### src/rtl/kway_sorted_run_merger_defines.svh
// ---------------------------------------------------------------------------
// Assertion macros for the sorted run merger
// Clocked, reset-qualified same-cycle and next-cycle implication checks.
// ---------------------------------------------------------------------------
`ifndef KWAY_SORTED_RUN_MERGER_DEFINES_SVH
`define KWAY_SORTED_RUN_MERGER_DEFINES_SVH

// Check that a consequent holds in the same cycle as its antecedent.
`define KSRM_ASSERT_IMP(lbl, clk, rst_n, ante, cons, msg) \
  lbl: assert property (@(posedge clk) disable iff (!rst_n) (ante) |-> (cons)) \
    else $error(msg);

// Check that a consequent holds in the cycle after its antecedent.
`define KSRM_ASSERT_NXT(lbl, clk, rst_n, ante, cons, msg) \
  lbl: assert property (@(posedge clk) disable iff (!rst_n) (ante) |=> (cons)) \
    else $error(msg);

`endif

### src/rtl/ksrm_pkg.sv
// ---------------------------------------------------------------------------
// Sorted run merger package
// Sizes, register map, controller states and control bundles.
// ---------------------------------------------------------------------------
`timescale 1ns / 1ps

package ksrm_pkg;

  localparam int RUNS         = 16;
  localparam int RUN_W        = $clog2(RUNS);
  localparam int CNT_W        = RUN_W + 1;
  localparam int KEY_BITS     = 32;
  localparam int PAYLOAD_BITS = 32;
  localparam int PADDR_W      = 3;
  localparam int PDATA_W      = 32;

  localparam logic [CNT_W-1:0]   RUN_COUNT_RESET = CNT_W'(RUNS);
  localparam logic [PADDR_W-1:0] ADDR_RUN_COUNT  = PADDR_W'(0);

  typedef enum logic [2:0] {
    ST_IDLE,
    ST_CHECK,
    ST_SCAN,
    ST_DRAIN,
    ST_EMIT,
    ST_FINISH
  } ctrl_state_e;

  // controller -> datapath
  typedef struct packed {
    logic take;        // accept the input beat and update the run
    logic scan_start;  // rewind the head scan and drop the best candidate
    logic scan_step;   // read the next head slot
    logic load_tuple;  // move the winner into the output register
    logic load_done;   // emit the done beat and clear all runs
  } ctrl_cmd_t;

  // datapath -> controller
  typedef struct packed {
    logic all_ended;
    logic heads_ready;
    logic scan_last;
    logic out_free;
  } dp_status_t;

endpackage

### src/rtl/kway_sorted_run_merger.sv
// ---------------------------------------------------------------------------
// K-way sorted run merger
// Merges up to sixteen ascending runs into one ascending stream of tuples.
// ---------------------------------------------------------------------------
// Each input beat refills the head slot of one run or marks that run ended.
// Once every live run holds a head, the smallest key is emitted (lowest run
// wins on equal keys) and its slot is emptied; when every run of the merge
// has ended a single beat with merge_done set and zero fields is emitted and
// all runs are cleared for the next merge. One beat is worked on at a time:
// for a beat that makes a tuple due, the heads of slots 0 to n-1, n being
// the effective run count, are read from the head memory one slot per
// cycle on its single read port. A finished beat waits in an output
// register, so the next input beat is taken while the previous result is
// still stalled. Heads that were never refilled read as garbage but are
// never chosen. run_count lives at byte address 0 of the APB port; 0 acts
// as 1 and values above 16 as 16.
// ---------------------------------------------------------------------------
`timescale 1ns / 1ps

module kway_sorted_run_merger (
  input  logic                               clk_i,
  input  logic                               rst_ni,
  // configuration port
  input  logic                               psel,
  input  logic                               penable,
  input  logic                               pwrite,
  input  logic [ksrm_pkg::PADDR_W-1:0]       paddr,
  input  logic [ksrm_pkg::PDATA_W-1:0]       pwdata,
  output logic [ksrm_pkg::PDATA_W-1:0]       prdata,
  output logic                               pready,
  // input beats
  input  logic                               in_valid_i,
  output logic                               in_stall_o,
  input  logic [ksrm_pkg::RUN_W-1:0]         run_index_i,
  input  logic [ksrm_pkg::KEY_BITS-1:0]      key_i,
  input  logic [ksrm_pkg::PAYLOAD_BITS-1:0]  payload_i,
  input  logic                               run_ended_i,
  // result beats
  output logic                               out_valid_o,
  input  logic                               out_stall_i,
  output logic [ksrm_pkg::RUN_W-1:0]         out_run_o,
  output logic [ksrm_pkg::KEY_BITS-1:0]      out_key_o,
  output logic [ksrm_pkg::PAYLOAD_BITS-1:0]  out_payload_o,
  output logic                               merge_done_o
);

  logic [ksrm_pkg::CNT_W-1:0] run_count_q, run_count_d;
  logic                       cfg_wr;
  ksrm_pkg::ctrl_cmd_t        cmd;
  ksrm_pkg::dp_status_t       status;

  // APB: zero wait states, write on the access phase.
  assign pready = 1'b1;
  assign cfg_wr = psel && penable && pwrite && pready && (paddr == ksrm_pkg::ADDR_RUN_COUNT);

  // Keep the raw 5-bit value; clamping happens where it is used.
  always_comb begin
    run_count_d = run_count_q;
    if (cfg_wr) run_count_d = pwdata[ksrm_pkg::CNT_W-1:0];
  end

  always_ff @(posedge clk_i or negedge rst_ni) begin
    if (!rst_ni) begin
      run_count_q <= ksrm_pkg::RUN_COUNT_RESET;
    end else begin
      run_count_q <= run_count_d;
    end
  end

  // Read back the register; other addresses read as zero.
  always_comb begin
    prdata = '0;
    if (paddr == ksrm_pkg::ADDR_RUN_COUNT) begin
      prdata = ksrm_pkg::PDATA_W'(run_count_q);
    end
  end

  // Sequencer: accept, check, scan heads, emit.
  ksrm_ctrl u_ctrl (
    .clk_i      (clk_i),
    .rst_ni     (rst_ni),
    .in_valid_i (in_valid_i),
    .in_stall_o (in_stall_o),
    .status_i   (status),
    .cmd_o      (cmd)
  );

  // Head storage, run flags, minimum scan and output register.
  ksrm_dp u_dp (
    .clk_i         (clk_i),
    .rst_ni        (rst_ni),
    .run_count_i   (run_count_q),
    .cmd_i         (cmd),
    .status_o      (status),
    .run_index_i   (run_index_i),
    .key_i         (key_i),
    .payload_i     (payload_i),
    .run_ended_i   (run_ended_i),
    .out_valid_o   (out_valid_o),
    .out_stall_i   (out_stall_i),
    .out_run_o     (out_run_o),
    .out_key_o     (out_key_o),
    .out_payload_o (out_payload_o),
    .merge_done_o  (merge_done_o)
  );

endmodule

### src/rtl/ksrm_dp.sv
// ---------------------------------------------------------------------------
// Sorted run merger datapath
// Head memories, run flags, sequential minimum scan and output register.
// ---------------------------------------------------------------------------
`timescale 1ns / 1ps
`include "kway_sorted_run_merger_defines.svh"

module ksrm_dp (
  input  logic                              clk_i,
  input  logic                              rst_ni,
  input  logic [ksrm_pkg::CNT_W-1:0]        run_count_i,
  input  ksrm_pkg::ctrl_cmd_t               cmd_i,
  output ksrm_pkg::dp_status_t              status_o,
  input  logic [ksrm_pkg::RUN_W-1:0]        run_index_i,
  input  logic [ksrm_pkg::KEY_BITS-1:0]     key_i,
  input  logic [ksrm_pkg::PAYLOAD_BITS-1:0] payload_i,
  input  logic                              run_ended_i,
  output logic                              out_valid_o,
  input  logic                              out_stall_i,
  output logic [ksrm_pkg::RUN_W-1:0]        out_run_o,
  output logic [ksrm_pkg::KEY_BITS-1:0]     out_key_o,
  output logic [ksrm_pkg::PAYLOAD_BITS-1:0] out_payload_o,
  output logic                              merge_done_o
);

  logic [ksrm_pkg::KEY_BITS-1:0]     key_mem     [ksrm_pkg::RUNS];
  logic [ksrm_pkg::PAYLOAD_BITS-1:0] payload_mem [ksrm_pkg::RUNS];

  logic [ksrm_pkg::RUNS-1:0]  head_full_q, head_full_d;
  logic [ksrm_pkg::RUNS-1:0]  run_finished_q, run_finished_d;
  logic [ksrm_pkg::RUNS-1:0]  act_mask;
  logic [ksrm_pkg::CNT_W-1:0] n_eff;
  logic                       in_range;
  logic                       mem_wr;

  logic [ksrm_pkg::RUN_W-1:0]        scan_idx_q;
  logic [ksrm_pkg::RUN_W-1:0]        rd_idx_q;
  logic                              rd_vld_q;
  logic [ksrm_pkg::KEY_BITS-1:0]     rd_key_q;
  logic [ksrm_pkg::PAYLOAD_BITS-1:0] rd_payload_q;
  logic                              best_vld_q;
  logic [ksrm_pkg::RUN_W-1:0]        best_idx_q;
  logic [ksrm_pkg::KEY_BITS-1:0]     best_key_q;
  logic [ksrm_pkg::PAYLOAD_BITS-1:0] best_payload_q;
  logic                              best_upd;

  logic                              out_valid_q;
  logic [ksrm_pkg::RUN_W-1:0]        out_run_q;
  logic [ksrm_pkg::KEY_BITS-1:0]     out_key_q;
  logic [ksrm_pkg::PAYLOAD_BITS-1:0] out_payload_q;
  logic                              merge_done_q;

  // Clamp the run count into 1..RUNS.
  always_comb begin
    if (run_count_i == '0) begin
      n_eff = ksrm_pkg::CNT_W'(1);
    end else if (run_count_i > ksrm_pkg::CNT_W'(ksrm_pkg::RUNS)) begin
      n_eff = ksrm_pkg::CNT_W'(ksrm_pkg::RUNS);
    end else begin
      n_eff = run_count_i;
    end
  end

  always_comb begin
    for (int i = 0; i < ksrm_pkg::RUNS; i++) begin
      act_mask[i] = (ksrm_pkg::CNT_W'(i) < n_eff);
    end
  end

  assign in_range = ({1'b0, run_index_i} < n_eff);
  assign mem_wr   = cmd_i.take && in_range && !run_ended_i && !run_finished_q[run_index_i];

  // Run flags.
  always_comb begin
    head_full_d    = head_full_q;
    run_finished_d = run_finished_q;
    if (cmd_i.take && in_range) begin
      if (run_ended_i) begin
        run_finished_d[run_index_i] = 1'b1;
        head_full_d[run_index_i]    = 1'b0;
      end else if (!run_finished_q[run_index_i]) begin
        head_full_d[run_index_i] = 1'b1;
      end
    end
    if (cmd_i.load_tuple) begin
      head_full_d[best_idx_q] = 1'b0;
    end
    if (cmd_i.load_done) begin
      head_full_d    = '0;
      run_finished_d = '0;
    end
  end

  always_ff @(posedge clk_i or negedge rst_ni) begin
    if (!rst_ni) begin
      head_full_q    <= '0;
      run_finished_q <= '0;
    end else begin
      head_full_q    <= head_full_d;
      run_finished_q <= run_finished_d;
    end
  end

  // Head memories: one write port, one registered read port.
  always_ff @(posedge clk_i) begin
    if (mem_wr) begin
      key_mem[run_index_i]     <= key_i;
      payload_mem[run_index_i] <= payload_i;
    end
    if (cmd_i.scan_step) begin
      rd_key_q     <= key_mem[scan_idx_q];
      rd_payload_q <= payload_mem[scan_idx_q];
    end
  end

  // Strict less-than in ascending order keeps the lowest run on ties.
  assign best_upd = rd_vld_q && head_full_q[rd_idx_q] &&
                    (!best_vld_q || (rd_key_q < best_key_q));

  always_ff @(posedge clk_i or negedge rst_ni) begin
    if (!rst_ni) begin
      scan_idx_q <= '0;
      rd_idx_q   <= '0;
      rd_vld_q   <= 1'b0;
      best_vld_q <= 1'b0;
      best_idx_q <= '0;
    end else begin
      rd_vld_q <= cmd_i.scan_step;
      if (cmd_i.scan_start) begin
        scan_idx_q <= '0;
        best_vld_q <= 1'b0;
      end else if (cmd_i.scan_step) begin
        scan_idx_q <= scan_idx_q + ksrm_pkg::RUN_W'(1);
        rd_idx_q   <= scan_idx_q;
      end
      if (best_upd) begin
        best_vld_q <= 1'b1;
        best_idx_q <= rd_idx_q;
      end
    end
  end

  always_ff @(posedge clk_i) begin
    if (best_upd) begin
      best_key_q     <= rd_key_q;
      best_payload_q <= rd_payload_q;
    end
  end

  // Output register.
  always_ff @(posedge clk_i or negedge rst_ni) begin
    if (!rst_ni) begin
      out_valid_q <= 1'b0;
    end else if (cmd_i.load_tuple || cmd_i.load_done) begin
      out_valid_q <= 1'b1;
    end else if (!out_stall_i) begin
      out_valid_q <= 1'b0;
    end
  end

  always_ff @(posedge clk_i) begin
    if (cmd_i.load_tuple) begin
      out_run_q     <= best_idx_q;
      out_key_q     <= best_key_q;
      out_payload_q <= best_payload_q;
      merge_done_q  <= 1'b0;
    end else if (cmd_i.load_done) begin
      out_run_q     <= '0;
      out_key_q     <= '0;
      out_payload_q <= '0;
      merge_done_q  <= 1'b1;
    end
  end

  assign out_valid_o   = out_valid_q;
  assign out_run_o     = out_run_q;
  assign out_key_o     = out_key_q;
  assign out_payload_o = out_payload_q;
  assign merge_done_o  = merge_done_q;

  assign status_o.all_ended   = &(run_finished_q | ~act_mask);
  assign status_o.heads_ready = &(run_finished_q | head_full_q | ~act_mask);
  assign status_o.scan_last   = ({1'b0, scan_idx_q} == (n_eff - ksrm_pkg::CNT_W'(1)));
  assign status_o.out_free    = !out_valid_q || !out_stall_i;

  `KSRM_ASSERT_IMP(a_full_xor_finished, clk_i, rst_ni, 1'b1,
                   ((head_full_q & run_finished_q) == '0), "run both full and finished")
  `KSRM_ASSERT_IMP(a_load_when_free, clk_i, rst_ni, (cmd_i.load_tuple || cmd_i.load_done),
                   status_o.out_free, "output overwritten while held")
  `KSRM_ASSERT_IMP(a_winner_exists, clk_i, rst_ni, cmd_i.load_tuple,
                   (best_vld_q && head_full_q[best_idx_q]), "emit without a full winner")
  `KSRM_ASSERT_NXT(a_done_clears, clk_i, rst_ni, cmd_i.load_done,
                   (head_full_q == '0 && run_finished_q == '0), "runs not cleared after done")

endmodule

### src/rtl/ksrm_ctrl.sv
// ---------------------------------------------------------------------------
// Sorted run merger controller
// Sequences accept, readiness check, head scan and result emission.
// ---------------------------------------------------------------------------
`timescale 1ns / 1ps

module ksrm_ctrl (
  input  logic                 clk_i,
  input  logic                 rst_ni,
  input  logic                 in_valid_i,
  output logic                 in_stall_o,
  input  ksrm_pkg::dp_status_t status_i,
  output ksrm_pkg::ctrl_cmd_t  cmd_o
);

  ksrm_pkg::ctrl_state_e state_q, state_d;

  always_ff @(posedge clk_i or negedge rst_ni) begin
    if (!rst_ni) begin
      state_q <= ksrm_pkg::ST_IDLE;
    end else begin
      state_q <= state_d;
    end
  end

  always_comb begin
    state_d = state_q;
    unique case (state_q)
      ksrm_pkg::ST_IDLE: begin
        if (in_valid_i) state_d = ksrm_pkg::ST_CHECK;
      end
      ksrm_pkg::ST_CHECK: begin
        priority if (status_i.all_ended) begin
          state_d = ksrm_pkg::ST_FINISH;
        end else if (status_i.heads_ready) begin
          state_d = ksrm_pkg::ST_SCAN;
        end else begin
          state_d = ksrm_pkg::ST_IDLE;
        end
      end
      ksrm_pkg::ST_SCAN: begin
        if (status_i.scan_last) state_d = ksrm_pkg::ST_DRAIN;
      end
      ksrm_pkg::ST_DRAIN: begin
        state_d = ksrm_pkg::ST_EMIT;
      end
      ksrm_pkg::ST_EMIT: begin
        if (status_i.out_free) state_d = ksrm_pkg::ST_IDLE;
      end
      ksrm_pkg::ST_FINISH: begin
        if (status_i.out_free) state_d = ksrm_pkg::ST_IDLE;
      end
      default: begin
        state_d = ksrm_pkg::ST_IDLE;
      end
    endcase
  end

  always_comb begin
    cmd_o      = '0;
    in_stall_o = 1'b1;
    unique case (state_q)
      ksrm_pkg::ST_IDLE: begin
        in_stall_o = 1'b0;
        cmd_o.take = in_valid_i;
      end
      ksrm_pkg::ST_CHECK: begin
        cmd_o.scan_start = !status_i.all_ended && status_i.heads_ready;
      end
      ksrm_pkg::ST_SCAN: begin
        cmd_o.scan_step = 1'b1;
      end
      ksrm_pkg::ST_DRAIN: begin
        cmd_o = '0;
      end
      ksrm_pkg::ST_EMIT: begin
        cmd_o.load_tuple = status_i.out_free;
      end
      ksrm_pkg::ST_FINISH: begin
        cmd_o.load_done = status_i.out_free;
      end
      default: begin
        cmd_o = '0;
      end
    endcase
  end

endmodule

### config.mk
export PLATFORM = sky130hd
export DESIGN_NAME = kway_sorted_run_merger
export DESIGN_NICKNAME = d
export VERILOG_FILES = /design/src/rtl/ksrm_pkg.sv /design/src/rtl/kway_sorted_run_merger.sv /design/src/rtl/ksrm_dp.sv /design/src/rtl/ksrm_ctrl.sv
export VERILOG_INCLUDE_DIRS = /design/src /design/src/rtl
export SDC_FILE = /design/constraint.sdc
export NUM_CORES = 1
export LEC_CHECK = 0
export BUFFER_PORTS_ARGS = -buffer_cell sky130_fd_sc_hd__buf_2
export CORE_MARGIN = 4
export CORE_UTILIZATION = 61
export DETAILED_ROUTE_END_ITERATION = 8
export PLACE_DENSITY = 0.87
export SYNTH_ARGS = -nofsm -noshare
export SYNTH_HDL_FRONTEND = slang
export SYNTH_SLANG_ARGS = --single-unit
### constraint.sdc
create_clock -name clk_i -period 8.95 [get_ports clk_i]
set_input_delay 0.895 -clock clk_i [delete_from_list [all_inputs] [get_ports clk_i]]
set_output_delay 0.895 -clock clk_i [all_outputs]
set_load 0.05 [all_outputs]
==> results of run 1 <==
-- area by class of cell --
type / instances / area [µm²]
diodes: 17 / 42.54
repair buffers: 205 / 1166
clock buffers: 155 / 3197
clock inverters: 61 / 620.6
inverters: 44 / 167.7
fillers: 4486 / 24400
multi-input cells: 796 / 10560
flip-flops and latches: 1276 / 38050
well taps: 1050 / 1314
-- cells in the final DEF (no fill, tap or decap), drive strengths merged, types with 37 or more instances in the layout --
cell type     n
edfxtp     1220
mux4        327
buf         205
clkbuf      155
a21oi        54
dfrtp        54
nor3         53
clkinv       47
nand2        44
and3         44
inv          43
ha           37
-- flip-flops by register name, summed over array words and instances, names as in the netlist --
register / count
u_dp.best_idx_q: 4
u_dp.out_key_o: 32
u_dp.out_valid_o: 1
u_dp.scan_idx_q: 4
u_dp.rd_key_q: 32
u_dp.run_finished_q: 16
u_dp.rd_idx_q: 4
u_ctrl.state_q: 3
u_dp.out_run_o: 4
u_dp.merge_done_o: 1
u_dp.best_vld_q: 1
u_dp.payload_mem: 512
u_dp.rd_vld_q: 1
u_dp.out_payload_o: 32
run_count_q: 5
u_dp.rd_payload_q: 32
u_dp.best_payload_q: 32
u_dp.key_mem: 512
u_dp.best_key_q: 32
u_dp.head_full_q: 16
-- worst max-delay path, cell delays in order (launching register included) --
cell and delay [ns]:
dfstp_2 0.73, clkinv_1 0.38, nand2_1 0.23, ha_1 0.26, o21a_1 0.11, o21ai_0 0.31, o311ai_4 0.27, nand2_4 0.22
nand2_1 0.23, nor3_2 0.21, buf_4 0.55, buf_4 0.70
-- path summary, 6_finish.rpt --
path | startpoint | slack, ns | to
worst max-delay path | run_count_q[4] | 4.30 | u_dp.payload_mem[1][28]
worst min-delay path | rst_ni | 0.38 | run_count_q[2]
worst max register to register | run_count_q[4] | 4.30 | u_dp.payload_mem[1][28]
worst min register to register | u_dp.rd_payload_q[13] | 0.41 | u_dp.best_payload_q[13]
max in group asynchronous | rst_ni | 8.01 | u_dp.scan_idx_q[3]
min in group clk_i | u_dp.rd_payload_q[13] | 0.41 | u_dp.best_payload_q[13]
-- metrics by stage --
stage	utilization, %	cell area (µm²)
2_1_floorplan	-	49390
3_3_place_gp	64.46	51260
3_5_place_dp	64.46	51260
4_1_cts	69.27	55080
5_1_grt	69.30	55100
6_report	69.32	55120
-- power groups by stage --
stage | registers [mW] | logic (mW) | clock network (mW)
2_1_floorplan | 6.91 | 1.09 | 0
3_3_place_gp | 6.98 | 1.32 | 0
3_5_place_dp | 6.99 | 1.38 | 0
4_1_cts | 6.87 | 1.43 | 5.08
5_1_grt | 6.89 | 1.52 | 5.35
6_report | 6.88 | 1.42 | 5.04
-- per-layer routing --
| metal | track usage (%) | vias to the layer above | wire length, µm |
|---|---|---|---|
| met5 | 0 | - | 59 |
| met4 | 13.14 | 8 | 5473 |
| met3 | 5.050 | 366 | 12940 |
| met2 | 50.71 | 2062 | 66830 |
| met1 | 39.73 | 12944 | 42890 |
| li1 | - | 9701 | - |
-- kinds of logic (layout without fill, tap and decap cells) --
logic type                 count (synthesis)  count (layout)  synth area share [%]
DFF                                     1276            1276                 77.16
other                                      2              45               0.01524
muxes                                    340             340                 15.23
xor gates and xnor gates                   6               6                0.1066
AOI/OAI and AO/OA                        131             131                 1.840
adders and majority gates                 37              37                0.9392
and+or+nand+nor                          254             254                 2.891
buffers and inverters                    190             465                 1.815
==> Implementation_results.wiki, run 1 <==
{| class="wikitable"
! Metric !! Value
|-
| Port bufs || between 150 and 200
|-
| Antenna Violating Nets Remaining || 0
|-
| Clock slew at the register clock pins of the worst setup and hold paths || 0.06 ns
|-
| Number of H-tree branching levels || 3
|-
| Crit path arrival time || 4.96 ns
|-
| Leading register cell type out of synthesis || edfxtp_1
|-
| Average via count per standard cell || slightly below 7
|-
| Worst path required time || between 9 and 10 ns
|-
| Pre-antenna DRT Iters || 6
|-
| Buffer type at the clock tree root || clkbuf_16
|-
| DRC violation count after routing || 0
|-
| Starting DRC count in detailed routing || 3924
|-
| Switching Power || 3.142 mW
|-
| Total count of max-transition violations in the final report || 0
|-
| Post-synth top cells || edfxtp_1 (1220), mux4_2 (327), clkbuf_1 (58), dfrtp_1 (54), nor3_1 (52)
|-
| Cell with the most instances after synthesis || edfxtp_1
|-
| Ranking of synthesized cells by area || edfxtp_1 (74%), mux4_2 (15%), dfrtp_1 (2.7%)
|-
| Share of flip-flops with an asynchronous set or reset || under 10%
|-
| Share of total power in the clock network || ~38%
|-
| Power density normalized to cell area || 242.1 mW/mm²
|-
| Post-placement setup slack || roughly 4.5 ns
|-
| Critical Path Start Type || flop
|-
| Unrepaired setup endpoints after global routing || false
|-
| CTS Sinks || 1276
|-
| Worst hold slack || 0.3786 ns
|-
| Count of flip-flops with a built-in enable after synthesis || 1220
|-
| Floorplan Core Area || 0.07952 mm²
|-
| Critical path start-end classification || reg -> reg
|-
| Total die area || 0.08542 mm²
|-
| Min Clock Period, post-route || 4.653 ns
|-
| Worst Setup End Kind || flop
|-
| Total gr overflow || 0
|-
| Largest clock skew in the final design || roughly 0.023 ns
|-
| Chip width || 292.3 µm
|-
| Wire length per cell after detailed routing || 35.57 µm
|-
| Share of total power in sequential cells || 51.6%
|-
| Max frequency || 0.2149 GHz
|-
| Largest area contributor in the synthesized netlist || edfxtp_1
|-
| Antenna violations before repair || 21
|-
| Global-route usage over all layers || 30.15%
|-
| Insertion delay to the later sink of the worst-skew pair || about 0.70 ns
|-
| Combinational Power Share || 10.6%
|-
| Area overhead of the layout relative to synthesis || 11.83%
|-
| Final std cells w/o fill || around 3.6k
|-
| Switching part of the total || 23.54%
|-
| Final critical-path setup slack || 4.297 ns
|-
| Post-synth cell types || 73
|-
| CTS max path bufs || 3
|-
| Depth of the worst register-to-register path || 11
|-
| Share of final-layout standard cells stronger than drive strength 1 || between 20 and 30%
|-
| Hold violation total from the final report || 0
|-
| Post-route fraction of the period consumed by the critical path || 51.98%
|-
| Cts-stage hold buffer count || 0
|-
| Maximum number of pins on one net before global-route repair || around 120
|-
| Tot Pwr || 13.35 mW
|-
| Class of the most critical hold timing path || in -> async
|-
| Leak pwr || 17.66 nW
|-
| Setup fix buffers added after clock tree synthesis || 0
|-
| Max VDD drop || 0.0002055 V
|-
| Post-detailed-placement half-perimeter wirelength || around 63000 µm
|-
| CTS tree || done
|-
| Synth Cell Area || 0.04929 mm²
|-
| Number of setup violations in the final report || 0
|-
| Syn. warnings || 0
|-
| RePlAce Congestion || 0.8597
|-
| Height of the die || just under 300 µm
|-
| Register bit total from synthesis || approximately 1.3k
|-
| Number of buffers created by CTS || 118
|-
| Max-Slew Margin vs Limit || 12.05%
|-
| Share of the synthesized area in the top cell type || between 70% and 80%
|-
| Via count || 25.08k
|-
| Routed wire length || ~130000 µm
|-
| Net count of the finished layout || 2589
|-
| Synthesized instance count || 2236
|-
| Post-CTS Resized || 0
|-
| Number of cells after detailed placement || between 3k and 4k
|-
| Ports placed on the boundary || about 220
|-
| Actual slew at the worst max-slew pin || approximately 1.3 ns
|-
| Effective utilization at floorplan || about three fifths
|-
| Critical Path Fanout Max || 35
|-
| Number of violations of the max-capacitance limit || 0
|-
| Total number of placement rows || 103
|-
| Sum of negative setup slack || 0 ns
|-
| Cell-internal power || 10.20 mW
|-
| Mean cell area of the mapped netlist || 22.04 µm²
|-
| Status || complete, no violations
|-
| Global-route wire length before repair || 185800 µm
|-
| Sequential area share after synthesis || 77.16%
|-
| Vias in the first global route || 25.95k
|}
No activity file was read; power rests on OpenSTA's default activity.
==> inputs of run 2 (changes only) <==
--- a/config.mk
+++ b/config.mk
@@ -8,9 +8,9 @@
 export LEC_CHECK = 0
 export BUFFER_PORTS_ARGS = -buffer_cell sky130_fd_sc_hd__buf_2
 export CORE_MARGIN = 4
-export CORE_UTILIZATION = 61
+export CORE_UTILIZATION = 55
 export DETAILED_ROUTE_END_ITERATION = 8
-export PLACE_DENSITY = 0.87
+export PLACE_DENSITY = 0.83
 export SYNTH_ARGS = -nofsm -noshare
 export SYNTH_HDL_FRONTEND = slang
 export SYNTH_SLANG_ARGS = --single-unit
==> constraint.sdc (replaced) <==
create_clock -name clk_i -period 3.86 [get_ports clk_i]
set_input_delay 0.386 -clock clk_i [delete_from_list [all_inputs] [get_ports clk_i]]
set_output_delay 0.386 -clock clk_i [all_outputs]
set_load 0.05 [all_outputs]
==> run 2 against run 1 <==
Final cell count increased by 4.1%. Final area increased by 1.5%. Die area increased by 11%. Combinational power increased by 140%. Largest power group unchanged. Global-route usage decreased by 3.4 points. Worst hold slack got worse by 0.33 ns. Flip-flop and latch count unchanged. Clock power increased by 130%. Maximum frequency increased by 36%. Power increased by 130%. Critical path depth decreased by 2. Setup slack got worse by 3.9 ns.
==> Implementation_results.wiki, run 2 (same netlist as run 1, synthesis figures left out) <==
{| class="wikitable"
! Metric !! Value
|-
| Startpoint of the most critical hold path || key_i[8]
|-
| Most common library cell in the layout ignoring fill and taps || edfxtp_1
|-
| Critical Path Fanout Max || 27 (-23%)
|-
| Total count of max-transition violations in the final report || 0 (unchanged)
|-
| CTS Sinks || 1276 (unchanged)
|-
| Cell-internal power || 23.49 mW (+130%)
|-
| Average via count per standard cell || 6.709 (-3.6%)
|-
| Buffer type at the clock tree root || clkbuf_16
|-
| Share of total power in the clock network || 37.6% (-0.2 points)
|-
| Max VDD drop || 0.0004278 V (+110%)
|-
| WHS Path Cells || 1
|-
| Total number of placement rows || 109 (+5.8%)
|-
| Ports placed on the boundary || 215 (unchanged)
|-
| DRC violation count after routing || 0 (unchanged)
|-
| Number of H-tree branching levels || 3 (unchanged)
|-
| Routed wire length || 124700 µm (-2.7%)
|-
| Insertion delay to the later sink of the worst-skew pair || 0.73 ns (+0.03 ns)
|-
| Global-route usage over all layers || 26.72% (-3.4 points)
|-
| Crit path arrival time || 3.73 ns (-1.23 ns)
|-
| Worst path required time || 4.18 ns (-5.08 ns)
|-
| Final critical-path setup slack || 0.4414 ns (-3.856 ns)
|-
| RePlAce Congestion || 0.8833 (+2.7%)
|-
| Switching part of the total || 24.22% (+0.68 points)
|-
| Min Clock Period, post-route || 3.419 ns (-1.234 ns)
|-
| Worst Setup SP || run_count_q[4]
|-
| Max-Slew Margin vs Limit || 28.28% (+16 points)
|-
| Vias in the first global route || 25.90k (-0.20%)
|-
| Global-route wire length before repair || 182700 µm (-1.6%)
|-
| Unrepaired setup endpoints after global routing || false
|-
| Number of setup violations in the final report || 0 (unchanged)
|-
| Critical Path Start Type || flop
|-
| Post-detailed-placement half-perimeter wirelength || 62390 µm (-0.46%)
|-
| Antenna violations before repair || 18 (-14%)
|-
| Worst hold slack || 0.04615 ns (-0.3324 ns)
|-
| Power density normalized to cell area || 554.0 mW/mm² (+130%)
|-
| Antenna Violating Nets Remaining || 0 (unchanged)
|-
| Critical path start-end classification || reg -> reg
|-
| Floorplan Core Area || 0.08865 mm² (+11%)
|-
| Depth of the worst register-to-register path || 9 (-2)
|-
| Wire length per cell after detailed routing || 33.25 µm (-6.5%)
|-
| Leak pwr || 17.95 nW (+1.7%)
|-
| Class of the most critical hold timing path || in -> reg
|-
| Total gr overflow || 0 (unchanged)
|-
| Clock slew at the register clock pins of the worst setup and hold paths || 0.07 ns (about the same)
|-
| Setup fix buffers added after clock tree synthesis || 0 (unchanged)
|-
| Share of final-layout standard cells stronger than drive strength 1 || 30.89% (+0.90 points)
|-
| Chip width || 307.4 µm (+5.2%)
|-
| Number of cells after detailed placement || 3506 (+4.0%)
|-
| Port bufs || 159 (unchanged)
|-
| Post-route fraction of the period consumed by the critical path || 88.56% (+37 points)
|-
| Effective utilization at floorplan || 55.60% (-6.4 points)
|-
| Sum of negative setup slack || 0 ns (unchanged)
|-
| Total die area || 0.09447 mm² (+11%)
|-
| Max frequency || 0.2925 GHz (+36%)
|-
| Largest registers || u_dp.key_mem (512), u_dp.payload_mem (512)
|-
| Pre-antenna DRT Iters || 5 (-1)
|-
| Final std cells w/o fill || 3750 (+4.1%)
|-
| Worst Setup End Kind || flop
|-
| Starting DRC count in detailed routing || 3750 (-4.4%)
|-
| Area overhead of the layout relative to synthesis || 13.50%
|-
| Actual slew at the worst max-slew pin || 1.076 ns (-0.2434 ns)
|-
| Via count || 25.16k (+0.31%)
|-
| Maximum number of pins on one net before global-route repair || 75 (-38%)
|-
| Share of total power in sequential cells || 51.4% (-0.2 points)
|-
| Largest clock skew in the final design || 0.05579 ns (+0.03302 ns)
|-
| Net count of the finished layout || 2616 (+1.0%)
|-
| Switching Power || 7.508 mW (+140%)
|-
| CTS tree || done
|-
| Height of the die || 307.4 µm (+5.2%)
|-
| Number of buffers created by CTS || 117 (-0.85%)
|-
| Status || complete, no violations
|-
| Start of the worst register-to-register path || run_count_q[4]
|-
| CTS max path bufs || 3 (unchanged)
|-
| Number of violations of the max-capacitance limit || 0 (unchanged)
|-
| Hold violation total from the final report || 0 (unchanged)
|-
| Highest-count cells in the layout ignoring fill and taps || edfxtp_1 (1220), mux4_2 (327), buf_2 (159)
|-
| Combinational Power Share || 11.0% (+0.4 points)
|-
| Post-placement setup slack || 0.5299 ns (-3.948 ns)
|-
| Layout Utilization || 63.11% (-6.2 points)
|}
-- run 2: cell count changes in the layout (fill, tap and decap cells not counted), moves of 9 or more --
| cell | delta |
|---|---|
| buf_12 | +29 |
| clkbuf_1 | -13 |
| nor3_2 | -13 |
| nor3_4 | +13 |
| buf_4 | -9 |
-- run 2: through the flow --
step | power, mW | cell area [µm²]
floorplan | 18.58 | 49560
CTS | 31.08 | 55910
global placement | 19.38 | 52000
detailed placement | 19.52 | 52000
global route | 31.99 | 55920
finish | 31.00 | 55950
-- run 2: worst paths after layout --
| path | to | slack, ns |
|---|---|---|
| setup / recovery | u_dp.payload_mem[12][4] | 0.44 |
| hold / removal | u_dp.key_mem[10][8] | 0.05 |
| setup reg to reg | u_dp.payload_mem[12][4] | 0.44 |
| hold reg to reg | u_dp.best_payload_q[17] | 0.42 |
| max in group asynchronous | u_dp.head_full_q[15] | 2.64 |
| min in group asynchronous | u_dp.head_full_q[11] | 0.38 |
-- run 2: layout make-up --
cell class                      instances  area, µm²
Multi-Input combinational cell        796      10650
Clock inverter                         85      803.3
Antenna cell                           15      37.54
Timing Repair Buffer                  233       1759
Fill cell                            5494      32700
Inverter                               44      168.9
Clock buffer                          136       3020
Sequential cell                      1276      38050
Tap cell                             1165       1458
-- run 2: power by group through the flow --
stage	Combinational, mW	Sequential [mW]	Clock [mW]
finish	3.41	15.9	11.7
detailed placement	3.33	16.2	0
floorplan	2.56	16.0	0
CTS	3.43	15.9	11.7
global placement	3.21	16.2	0
global route	3.64	15.9	12.4
-- run 2: layer usage --
metal	global-route usage, %	vias up	part of all wire, %	wire length [µm]
met5	0	-	0.031	39
met4	9.113	6	3.5	4351
met3	5.509	286	10	12480
met2	45.45	1848	51	64050
met1	34.99	13240	35	43750
li1	-	9779	-	-
-- run 2: worst max-delay path, stage by stage (launching register included) --
cell	delay, ns
dfstp_2	0.71
clkinv_2	0.22
nand2_1	0.17
ha_1	0.26
o21a_1	0.12
o21ai_2	0.16
o311ai_4	0.22
a21o_2	0.35
nor3_4	0.31
buf_4	0.50
-- run 2: repair_timing --
item	4_1_cts	5_1_grt
hold buffers	8	0
hold endpoints to repair	45	0
gates resized for setup	0	0
endpoints found under the setup margin	0	0
